File: config.mk
export PLATFORM = sky130hd
export DESIGN_NAME = binary_proof_literal_decoder
export DESIGN_NICKNAME = d
export VERILOG_FILES = /design/src/bpld_pkg.sv /design/src/bpld_front.sv /design/src/bpld_queue.sv /design/src/bpld_back.sv /design/src/binary_proof_literal_decoder.sv
export SDC_FILE = /design/constraint.sdc
export NUM_CORES = 1
export LEC_CHECK = 0
export ABC_AREA = 0
export BUFFER_PORTS_ARGS = -buffer_cell sky130_fd_sc_hd__buf_2
export CORE_UTILIZATION = 25
export CTS_CLUSTER_DIAMETER = 150
export DETAILED_ROUTE_END_ITERATION = 6
export HOLD_SLACK_MARGIN = 0.05
export PLACE_DENSITY = 0.42
export SLEW_MARGIN = 20
export SYNTH_ARGS = -nofsm -noshare
export SYNTH_HDL_FRONTEND = slang
export SYNTH_SLANG_ARGS = --single-unit
File: constraint.sdc
create_clock -name clk -period 10.25 [get_ports clk]
set_input_delay 0.5125 -clock clk [delete_from_list [all_inputs] [get_ports clk]]
set_output_delay 0.5125 -clock clk [all_outputs]
set_load 0.01 [all_outputs]
File: src/bpld_pkg.sv
// ----------------------------------------------------------------------------
// bpld_pkg
// types and constants shared by the binary proof literal decoder modules
// ----------------------------------------------------------------------------
package bpld_pkg;

  localparam int NUMBER_BITS = 63;
  localparam int GROUP_BITS  = 7;
  localparam int MAX_BYTES   = (NUMBER_BITS + GROUP_BITS - 1) / GROUP_BITS;
  localparam int GRP_VEC_W   = GROUP_BITS * MAX_BYTES;
  localparam int CNT_W       = $clog2(MAX_BYTES + 1);
  localparam int LIT_W       = 63;
  localparam int BYTE_W      = 8;
  localparam int IN_TDATA_W  = 8;
  localparam int IN_TUSER_W  = 1;
  localparam int OUT_TDATA_W = 72;
  localparam int OUT_TUSER_W = 4;
  localparam int Q_DEPTH     = 2;
  localparam int Q_PTR_W     = $clog2(Q_DEPTH);
  localparam int Q_CNT_W     = $clog2(Q_DEPTH + 1);

  localparam logic [BYTE_W-1:0] HDR_ADD = 8'h61;
  localparam logic [BYTE_W-1:0] HDR_DEL = 8'h64;

  typedef enum logic [2:0] {
    EV_START = 3'd0,
    EV_LIT   = 3'd1,
    EV_END   = 3'd2,
    EV_OK    = 3'd3,
    EV_ERR   = 3'd4
  } event_t;

  typedef enum logic [1:0] {
    ERR_NONE   = 2'd0,
    ERR_HEADER = 2'd1,
    ERR_OVFL   = 2'd2,
    ERR_TRUNC  = 2'd3
  } err_t;

  // one classified stream byte
  typedef struct packed {
    logic                  is_end;
    logic                  is_add;
    logic                  is_del;
    logic                  cont;
    logic [GROUP_BITS-1:0] grp;
  } item_t;

endpackage

File: src/bpld_front.sv
// ----------------------------------------------------------------------------
// bpld_front
// accepts stream bytes and classifies them into queue entries
// ----------------------------------------------------------------------------
module bpld_front (
  input  logic                           in_tvalid,
  output logic                           in_tready,
  input  logic [bpld_pkg::IN_TDATA_W-1:0] in_tdata,
  input  logic [bpld_pkg::IN_TUSER_W-1:0] in_tuser,
  input  logic                           q_full,
  output logic                           q_push,
  output bpld_pkg::item_t                q_item
);
  import bpld_pkg::*;

  logic [BYTE_W-1:0] byte_w;

  assign byte_w    = in_tdata[BYTE_W-1:0];
  assign in_tready = !q_full;
  assign q_push    = in_tvalid && !q_full;

  always_comb begin
    q_item.is_end = in_tuser[0];
    q_item.is_add = (byte_w == HDR_ADD);
    q_item.is_del = (byte_w == HDR_DEL);
    q_item.cont   = byte_w[GROUP_BITS];
    q_item.grp    = byte_w[GROUP_BITS-1:0];
  end

endmodule

File: src/bpld_queue.sv
// ----------------------------------------------------------------------------
// bpld_queue
// short register queue between the front and the back
// ----------------------------------------------------------------------------
module bpld_queue (
  input  logic            clk,
  input  logic            rst_n,
  input  logic            push,
  input  bpld_pkg::item_t push_item,
  output logic            full,
  input  logic            pop,
  output logic            not_empty,
  output bpld_pkg::item_t pop_item
);
  import bpld_pkg::*;

  item_t              mem_r [Q_DEPTH];
  logic [Q_PTR_W-1:0] wr_ptr_r, wr_ptr_nxt;
  logic [Q_PTR_W-1:0] rd_ptr_r, rd_ptr_nxt;
  logic [Q_CNT_W-1:0] cnt_r, cnt_nxt;

  assign full      = (cnt_r == Q_CNT_W'(Q_DEPTH));
  assign not_empty = (cnt_r != '0);
  assign pop_item  = mem_r[rd_ptr_r];

  always_comb begin
    wr_ptr_nxt = wr_ptr_r;
    rd_ptr_nxt = rd_ptr_r;
    cnt_nxt    = cnt_r;
    if (push) begin
      wr_ptr_nxt = (wr_ptr_r == Q_PTR_W'(Q_DEPTH - 1)) ? '0 : wr_ptr_r + 1'b1;
    end
    if (pop) begin
      rd_ptr_nxt = (rd_ptr_r == Q_PTR_W'(Q_DEPTH - 1)) ? '0 : rd_ptr_r + 1'b1;
    end
    if (push && !pop) begin
      cnt_nxt = cnt_r + 1'b1;
    end else if (pop && !push) begin
      cnt_nxt = cnt_r - 1'b1;
    end
  end

  always_ff @(posedge clk) begin
    if (!rst_n) begin
      wr_ptr_r <= '0;
      rd_ptr_r <= '0;
      cnt_r    <= '0;
    end else begin
      wr_ptr_r <= wr_ptr_nxt;
      rd_ptr_r <= rd_ptr_nxt;
      cnt_r    <= cnt_nxt;
    end
  end

  always_ff @(posedge clk) begin
    if (push) begin
      mem_r[wr_ptr_r] <= push_item;
    end
  end

endmodule

File: src/bpld_back.sv
// ----------------------------------------------------------------------------
// bpld_back
// clause state, varint assembly and event output register
// ----------------------------------------------------------------------------
module bpld_back (
  input  logic                             clk,
  input  logic                             rst_n,
  input  logic                             q_not_empty,
  input  bpld_pkg::item_t                  q_item,
  output logic                             q_pop,
  output logic                             out_tvalid,
  input  logic                             out_tready,
  output logic [bpld_pkg::OUT_TDATA_W-1:0] out_tdata,
  output logic [bpld_pkg::OUT_TUSER_W-1:0] out_tuser
);
  import bpld_pkg::*;

  logic                   in_clause_r, in_clause_nxt;
  logic                   halted_r, halted_nxt;
  logic [NUMBER_BITS-1:0] acc_r, acc_nxt;
  logic [CNT_W-1:0]       cnt_r, cnt_nxt;
  logic                   out_valid_r, out_valid_nxt;
  event_t                 ev_r, ev_nxt;
  logic                   del_r, del_nxt;
  logic [LIT_W-1:0]       lit_r, lit_nxt;
  err_t                   err_r, err_nxt;

  logic                   take;
  logic                   emit;
  logic [GRP_VEC_W-1:0]   grp_vec;
  logic [NUMBER_BITS-1:0] value;
  logic [LIT_W-1:0]       mag;

  assign take  = q_not_empty && (!out_valid_r || out_tready);
  assign q_pop = take;

  // place the 7-bit group at the position of the current byte
  always_comb begin
    grp_vec = '0;
    for (int g = 0; g < MAX_BYTES; g++) begin
      if (cnt_r == CNT_W'(g)) begin
        grp_vec[g*GROUP_BITS +: GROUP_BITS] = q_item.grp;
      end
    end
  end

  assign value = acc_r | grp_vec[NUMBER_BITS-1:0];
  assign mag   = LIT_W'(value >> 1);

  always_comb begin
    in_clause_nxt = in_clause_r;
    halted_nxt    = halted_r;
    acc_nxt       = acc_r;
    cnt_nxt       = cnt_r;
    emit          = 1'b0;
    ev_nxt        = EV_OK;
    del_nxt       = 1'b0;
    lit_nxt       = '0;
    err_nxt       = ERR_NONE;
    if (take && !halted_r) begin
      if (!in_clause_r) begin
        emit = 1'b1;
        if (q_item.is_end) begin
          ev_nxt     = EV_OK;
          halted_nxt = 1'b1;
        end else if (q_item.is_add || q_item.is_del) begin
          ev_nxt        = EV_START;
          del_nxt       = q_item.is_del;
          in_clause_nxt = 1'b1;
          acc_nxt       = '0;
          cnt_nxt       = '0;
        end else begin
          ev_nxt     = EV_ERR;
          err_nxt    = ERR_HEADER;
          halted_nxt = 1'b1;
        end
      end else if (cnt_r >= CNT_W'(MAX_BYTES)) begin
        emit       = 1'b1;
        ev_nxt     = EV_ERR;
        err_nxt    = ERR_OVFL;
        halted_nxt = 1'b1;
      end else if (q_item.is_end) begin
        emit       = 1'b1;
        ev_nxt     = EV_ERR;
        err_nxt    = ERR_TRUNC;
        halted_nxt = 1'b1;
      end else if (q_item.cont) begin
        acc_nxt = value;
        cnt_nxt = cnt_r + 1'b1;
      end else begin
        acc_nxt = '0;
        cnt_nxt = '0;
        emit    = 1'b1;
        if (mag == '0) begin
          // a decoded zero (value 0 or 1) closes the clause
          ev_nxt        = EV_END;
          in_clause_nxt = 1'b0;
        end else begin
          ev_nxt  = EV_LIT;
          lit_nxt = value[0] ? (LIT_W'(0) - mag) : mag;
        end
      end
    end
  end

  always_comb begin
    out_valid_nxt = out_valid_r;
    if (out_valid_r && out_tready) begin
      out_valid_nxt = 1'b0;
    end
    if (emit) begin
      out_valid_nxt = 1'b1;
    end
  end

  always_ff @(posedge clk) begin
    if (!rst_n) begin
      in_clause_r <= 1'b0;
      halted_r    <= 1'b0;
      acc_r       <= '0;
      cnt_r       <= '0;
      out_valid_r <= 1'b0;
    end else begin
      in_clause_r <= in_clause_nxt;
      halted_r    <= halted_nxt;
      acc_r       <= acc_nxt;
      cnt_r       <= cnt_nxt;
      out_valid_r <= out_valid_nxt;
    end
  end

  always_ff @(posedge clk) begin
    if (emit) begin
      ev_r  <= ev_nxt;
      del_r <= del_nxt;
      lit_r <= lit_nxt;
      err_r <= err_nxt;
    end
  end

  assign out_tvalid = out_valid_r;
  assign out_tdata  = OUT_TDATA_W'({err_r, lit_r});
  assign out_tuser  = {del_r, ev_r};

endmodule

File: src/binary_proof_literal_decoder.sv
// ----------------------------------------------------------------------------
// binary_proof_literal_decoder
// streaming decoder of binary clausal proofs into clause and literal events
// ----------------------------------------------------------------------------
// Takes one proof byte per cycle and keeps taking one per cycle as long as the
// result side keeps up: a byte that closes a literal or a clause goes through
// the back end's combinational shift-or and negate path. Bytes pass through a
// two-entry queue into the decode stage, and each event sits in an output
// register, so a byte is held in the queue and its event in the output
// register before out_tvalid rises. Continuation bytes give no event. After
// the stream-finished event or any error event the block swallows every
// further byte until reset.
module binary_proof_literal_decoder (
  input  logic                             clk,
  input  logic                             rst_n,
  input  logic                             in_tvalid,
  output logic                             in_tready,
  // [7:0] data_byte
  input  logic [bpld_pkg::IN_TDATA_W-1:0]  in_tdata,
  // [0] stream_end
  input  logic [bpld_pkg::IN_TUSER_W-1:0]  in_tuser,
  output logic                             out_tvalid,
  input  logic                             out_tready,
  // [62:0] literal, [64:63] error_code, [71:65] zero
  output logic [bpld_pkg::OUT_TDATA_W-1:0] out_tdata,
  // [2:0] event_res, [3] is_delete
  output logic [bpld_pkg::OUT_TUSER_W-1:0] out_tuser
);
  import bpld_pkg::*;

  logic  q_full;
  logic  q_push;
  logic  q_pop;
  logic  q_not_empty;
  item_t push_item;
  item_t pop_item;

  bpld_front u_front (
    .in_tvalid (in_tvalid),
    .in_tready (in_tready),
    .in_tdata  (in_tdata),
    .in_tuser  (in_tuser),
    .q_full    (q_full),
    .q_push    (q_push),
    .q_item    (push_item)
  );

  bpld_queue u_queue (
    .clk       (clk),
    .rst_n     (rst_n),
    .push      (q_push),
    .push_item (push_item),
    .full      (q_full),
    .pop       (q_pop),
    .not_empty (q_not_empty),
    .pop_item  (pop_item)
  );

  bpld_back u_back (
    .clk         (clk),
    .rst_n       (rst_n),
    .q_not_empty (q_not_empty),
    .q_item      (pop_item),
    .q_pop       (q_pop),
    .out_tvalid  (out_tvalid),
    .out_tready  (out_tready),
    .out_tdata   (out_tdata),
    .out_tuser   (out_tuser)
  );

endmodule
==> After elaboration in Yosys (flattened, before gate mapping) <==
Memories as Yosys holds them, arrays and structs flattened. A register that Yosys moved wholly into a read port is not among the register bits.
Cells that the tools add are included.
{ "classes": {"n_addsub": 6, "order_cmp": 1, "eq_ne": 16, "muxes": 61, "bitwise_logic": 5, "reduce_logical": 24} }
{ "op_table": {"columns": ["cell", "n"], "rows": [
  ["two-way mux 63 bit", 6],
  ["logical NOT 63 bit", 1],
  ["two-way mux 7 bit", 9],
  ["bitwise OR 63 bit", 1],
  ["subtractor 1 x 62 -> 63 bit, first input constant", 1],
  ["two-way mux 62 bit", 1],
  ["two-way mux 1 bit", 26],
  ["two-way mux 4 bit", 6],
  ["two-way mux 3 bit", 6],
  ["== test 4 x 3 -> 1 bit, second input constant", 4],
  ["== test 8 x 7 -> 1 bit, second input constant", 2],
  ["two-way mux 2 bit", 7],
  ["== test 4 x 2 -> 1 bit, second input constant", 2],
  ["nonzero test 2 bit", 4],
  ["OR reduction 7 bit", 1],
  ["logical AND 1 bit", 6],
  ["OR reduction 6 bit", 1],
  ["logical NOT 1 bit", 5],
  ["AND reduction 5 bit", 1],
  ["adder 4 x 1 -> 4 bit, second input constant", 1],
  ["== test 4 x 1 -> 1 bit, second input constant", 1],
  ["== test 4 bit, second input constant", 1],
  [">= comparator 4 bit, second input constant", 1],
  ["logical NOT 4 bit", 1],
  ["other kinds (12)", 18]
]} }
{ "word_totals": {"register_bits": 143, "ram_bits": 22, "inputBits": 13, "elab_cells": 127, "memories": 1} }
{ "memory_table": {"columns": ["memory", "words", "word_bits", "rd", "rd_ports_with_merged_regs", "write_ports", "line_no", "rtl"], "rows": [
  ["u_queue.mem_r", 2, 11, 1, 1, 1, "bpld_queue.sv:17", "item_t mem_r [Q_DEPTH];"]
]} }

==> Depth between registers and ports, before layout <==
{ "depth": {"ltp_word": 9, "ltp_mapped": 15, "mapped_depth_nobuf": 12} }

==> Hierarchy <==
From an unflattened synthesis, not the netlist that was laid out.
{ "hier_totals": {"hier_cells": 896, "hier_area_um2": 8590.7} }
{ "modules_own_cells": {"columns": ["mod", "instances", "cells_per_inst", "area_each_um2", "seq_area_each_um2"], "rows": [
  ["bpld_back", 1, 824, 7460.9, 3473.3],
  ["bpld_queue", 1, 56, 1011.0, 760.7],
  ["bpld_front", 1, 16, 118.9, 0.0]
]} }

==> Worst setup path before layout <==
No wires, ideal clock.
{ "synth_timing": {"path_type": "reg2reg", "from": "register u_back.cnt_r[0]", "to": "register u_back.lit_r[56] (data pin)", "arrival_time_ps": 3484, "path_slack_ps": 6627, "stages_incl_launch_ff": 16, "path_cell_list": "dfxtp_1 -> inv_1 -> ha_1 -> nor3b_1 -> clkbuf_1 -> clkbuf_1 -> a21oi_1 -> ha_1 -> nand3_1 -> a2111oi_4 -> and3_1 -> and3_1 -> or3_1 -> buf_6 -> buf_6 -> nor2_1"} }
{ "synth_via": {"elab_chain_cells": 5} }
{ "synth_lines": {"columns": ["item", "line_no", "rtl"], "rows": [
  ["start: declaration", "bpld_back.sv:21", "logic [CNT_W-1:0] cnt_r, cnt_nxt;"],
  ["start signal: assignment", "bpld_back.sv:127", "cnt_r <= cnt_nxt;"],
  ["== test 4 x 1 -> 1 bit, or another cell as far along", "bpld_back.sv:41", "if (cnt_r == CNT_W'(g)) begin"],
  ["two-way mux 7 bit", "bpld_back.sv:41", null],
  ["bitwise OR 63 bit", "bpld_back.sv:47", "assign value = acc_r | grp_vec[NUMBER_BITS-1:0];"],
  ["subtractor 1 x 62 -> 63 bit / logical NOT 63 bit (equally long branches)", "bpld_back.sv:100, bpld_back.sv:94", null],
  ["two-way mux 62 bit / OR reduction 6 bit (equally long branches)", null, null],
  ["end signal: assignment", "bpld_back.sv:136", "lit_r <= lit_nxt;"],
  ["end: declaration", "bpld_back.sv:25", "logic [LIT_W-1:0] lit_r, lit_nxt;"]
]} }
Several ways; a longest one is shown, not always the timed one.
A chain may end at the register's enable or synchronous reset.

==> results.ini <==
[route]
wire_per_inst_um = 19.9
ant_nets = 0
wl_um = 28300
num_vias = 7096
drcViolationCount = 0
drt_iter0_markers = 679
vias_per_cell = 4.98
drtPass1Iterations = 6

[yosys]
ys_warn_count = 0
synth_top_flop_cell = edfxtp_1
seq_area_frac_synth = 0.487
synth_cell_type_count = 79
synthTopCellsByArea = edfxtp_1 (31%), dfxtp_1 (17%), a21oi_1 (9.2%), nor2_1 (7.3%), xor2_1 (4.2%)
syn_area_um2 = 8690
synth_top_area_cell = edfxtp_1
synthArstFlopShare = 0
synthCells = 904
synth.avg_cell_area_um2 = 9.61
synth_seq_cells = 166
yosysTopAreaCellShare = 0.315
synth-edff-count = 91

[critical_path]
slowest_stage = mux2_2
cpPeakStageDelay_ns = 0.56
path_cells = buf_4 -> mux2_2 -> a21oi_1 -> ha_1 -> nand3_1 -> a2111oi_4 -> and3_1 -> and3_1 -> or3_2 -> buf_4 -> nor2_1
end_kind = flip-flop
worstSetupStartpointType = flip-flop
crit_required_ns = 10.41
crit_arrival_ns = 4.38
worstSetupPathType = flip-flop to flip-flop
cp_max_fo = 63

[finish]
nets = 984
fin_util = 0.297
stdcell_area_um2 = 10100
fillerInstances = 3666
area_growth_pct = 15.9
n_antenna_cell = 0
multiInputGateArea_um2 = 4130
layout-drive-gt1-share = 0.183
final_common_cell = nor2_1
regArea_um2 = 4230
final_cell_mix = nor2_1 (169), a21oi_1 (158), edfxtp_1 (91), buf_2 (83), dfxtp_1 (75)

[pwr]
p_per_area_nw_per_um2 = 276
power_leakage_nw = 3.68
ir_worst_vdd_v = 0.000129
power.total_mw = 2.78

[clocking]
h-tree-depth = 4
insertion_delay_ns = 0.44
cts_buffers = 17
cts_tree = yes
cts_num_sinks = 166
clockBufferDepth = 2
root_buffer = clkbuf_16
cts_setup_buffers = 0
ctsHoldBuffers = 0
ctsResizeCount = 0
clkTransAtPathRegs_ns = 0.06

[placement]
gp_congestion = 0.845
port_buffers = 83
dp_hpwl_um = 19500
dpl-instance-area_um2 = 9480

[global_route]
grt_pass1_vias = 6830
grt_use_total = 0.161
overflow = 0
antenna_found_initial = 0
grt_max_degree = 68
grt_pass1_wl_um = 43000

[timing]
report.final.hold_viol_count = 0
maxSlewHeadroom = 0.371
fin_tns_setup_ns = 0
setup_viol = 0
max_freq_ghz = 0.237
period_minus_slack_ns = 4.22
tightest_slew_ns = 0.920
timing.final.max_slew_violations = 0
fin_skew_ns = 0.00996
fin_crit_sh = 0.412
grt_setup_unrepaired = false

[die]
die_h_um = 188
core-area_um2 = 33900
initial_core_util = 0.257
ios = 91
design.die.area_um2 = 35500
dieWidth_um = 188
rows = 67

[status]
status = finished, final reports clean

[min_path]
hp-class = input pin to flip-flop

[job]
maxCapViolations = 0

area by class of cell:
cell class / instances / share of cell area
clock inverter: 13 / 0.0145
timing repair buffer: 98 / 0.0524
multi-input combinational: 675 / 0.410
clock buffer: 19 / 0.0440
tap: 448 / 0.0557
sequential: 166 / 0.421
inverter: 7 / 0.00261
path summary, 6_finish.rpt:
kind	startpoint	to	slack, ns	depth (start not counted)
worst min-delay path	in_tuser	u_queue.mem_r[0][10]	0.28	1
worst max-delay path	flip-flop	u_back.lit_r[61]	6.03	11
worst max register to register	flip-flop	u_back.lit_r[61]	6.03	11
worst min register to register	u_back.acc_r[56]	u_back.acc_r[56]	0.47	2
critical path, delay by kind of cell (launching register included):
family	cells	cell delay (ns)
compound gates	2	0.75
fa+ha+maj	1	0.24
simple gates	5	1.13
flops	1	0.31
buf+inv	2	0.87
mux	1	0.56
state kept, by name (all words and copies together) (netlist names), named ones only:
register            count
u_back.del_r            1
u_back.out_tvalid       1
u_back.lit_r           63
u_back.cnt_r            4
u_queue.wr_ptr_r        1
u_back.halted_r         1
u_back.acc_r           63
u_queue.rd_ptr_r        1
u_back.in_clause_r      1
u_back.err_r            2
u_back.ev_r             3
u_queue.cnt_r           2
u_queue.mem_r          22
through the flow:
stage | hold slack, ns | std cells | worst slack, ns
2_1_floorplan | 0.438 | 910 | 6.63
3_3_place_gp | 0.459 | 1394 | 5.99
3_5_place_dp | 0.469 | 1394 | 5.96
4_1_cts | 0.259 | 1426 | 5.96
5_1_grt | 0.261 | 1426 | 5.69
6_report | 0.280 | 1426 | 6.03
Yosys cell counts, drive strengths merged (5+ instances only):
cell type and count:
nor4b 5, nor4 8, or3 15, nand3 15, dfxtp 75, o21ai 19
buf 29, and3b 6, o31ai 6, edfxtp 91, and2 8, nor3 11
clkbuf 33, a21oi 162, inv 7, a211oi 11, ha 6, xor2 42
mux2 8, and3 11, mux2i 8, a21o 6, nand2b 7, nor3b 11
a31oi 16, a2111oi 8, nor2 172, xnor2 21, nand2 29, nor2b 6
or4 7
metal layers:
| layer | share of wire | GRT usage | up-vias |
|---|---|---|---|
| met1 | 0.47 | 0.222 | 3488 |
| met2 | 0.46 | 0.252 | 201 |
| met4 | 0.023 | 0.0574 | 0 |
| met3 | 0.049 | 0.0298 | 30 |
| met5 | 0 | 0 | - |
| li1 | - | - | 3377 |
cells by family (layout without fill, tap and decap cells):
kind of cell | after synthesis | in the layout | synth area share
and+or+nand+nor | 332 | 332 | 0.199
buffers and inverters | 69 | 137 | 0.0445
adders and majority gates | 6 | 6 | 0.00864
xor gates and xnor gates | 63 | 63 | 0.0635
DFF | 166 | 166 | 0.487
AOI/OAI and AO/OA | 251 | 251 | 0.175
other | 1 | 7 | 0.000432
muxes | 16 | 16 | 0.0213
report_power, final:
part	total (mW)	leakage [nW]	switching [mW]	internal (mW)
Combinational	1.16	1.92	0.786	0.377
Sequential	0.960	1.48	0.0572	0.902
Clock	0.657	0.273	0.289	0.368
Total	2.78	3.68	1.13	1.65
Power figures use the tool's default switching activity.
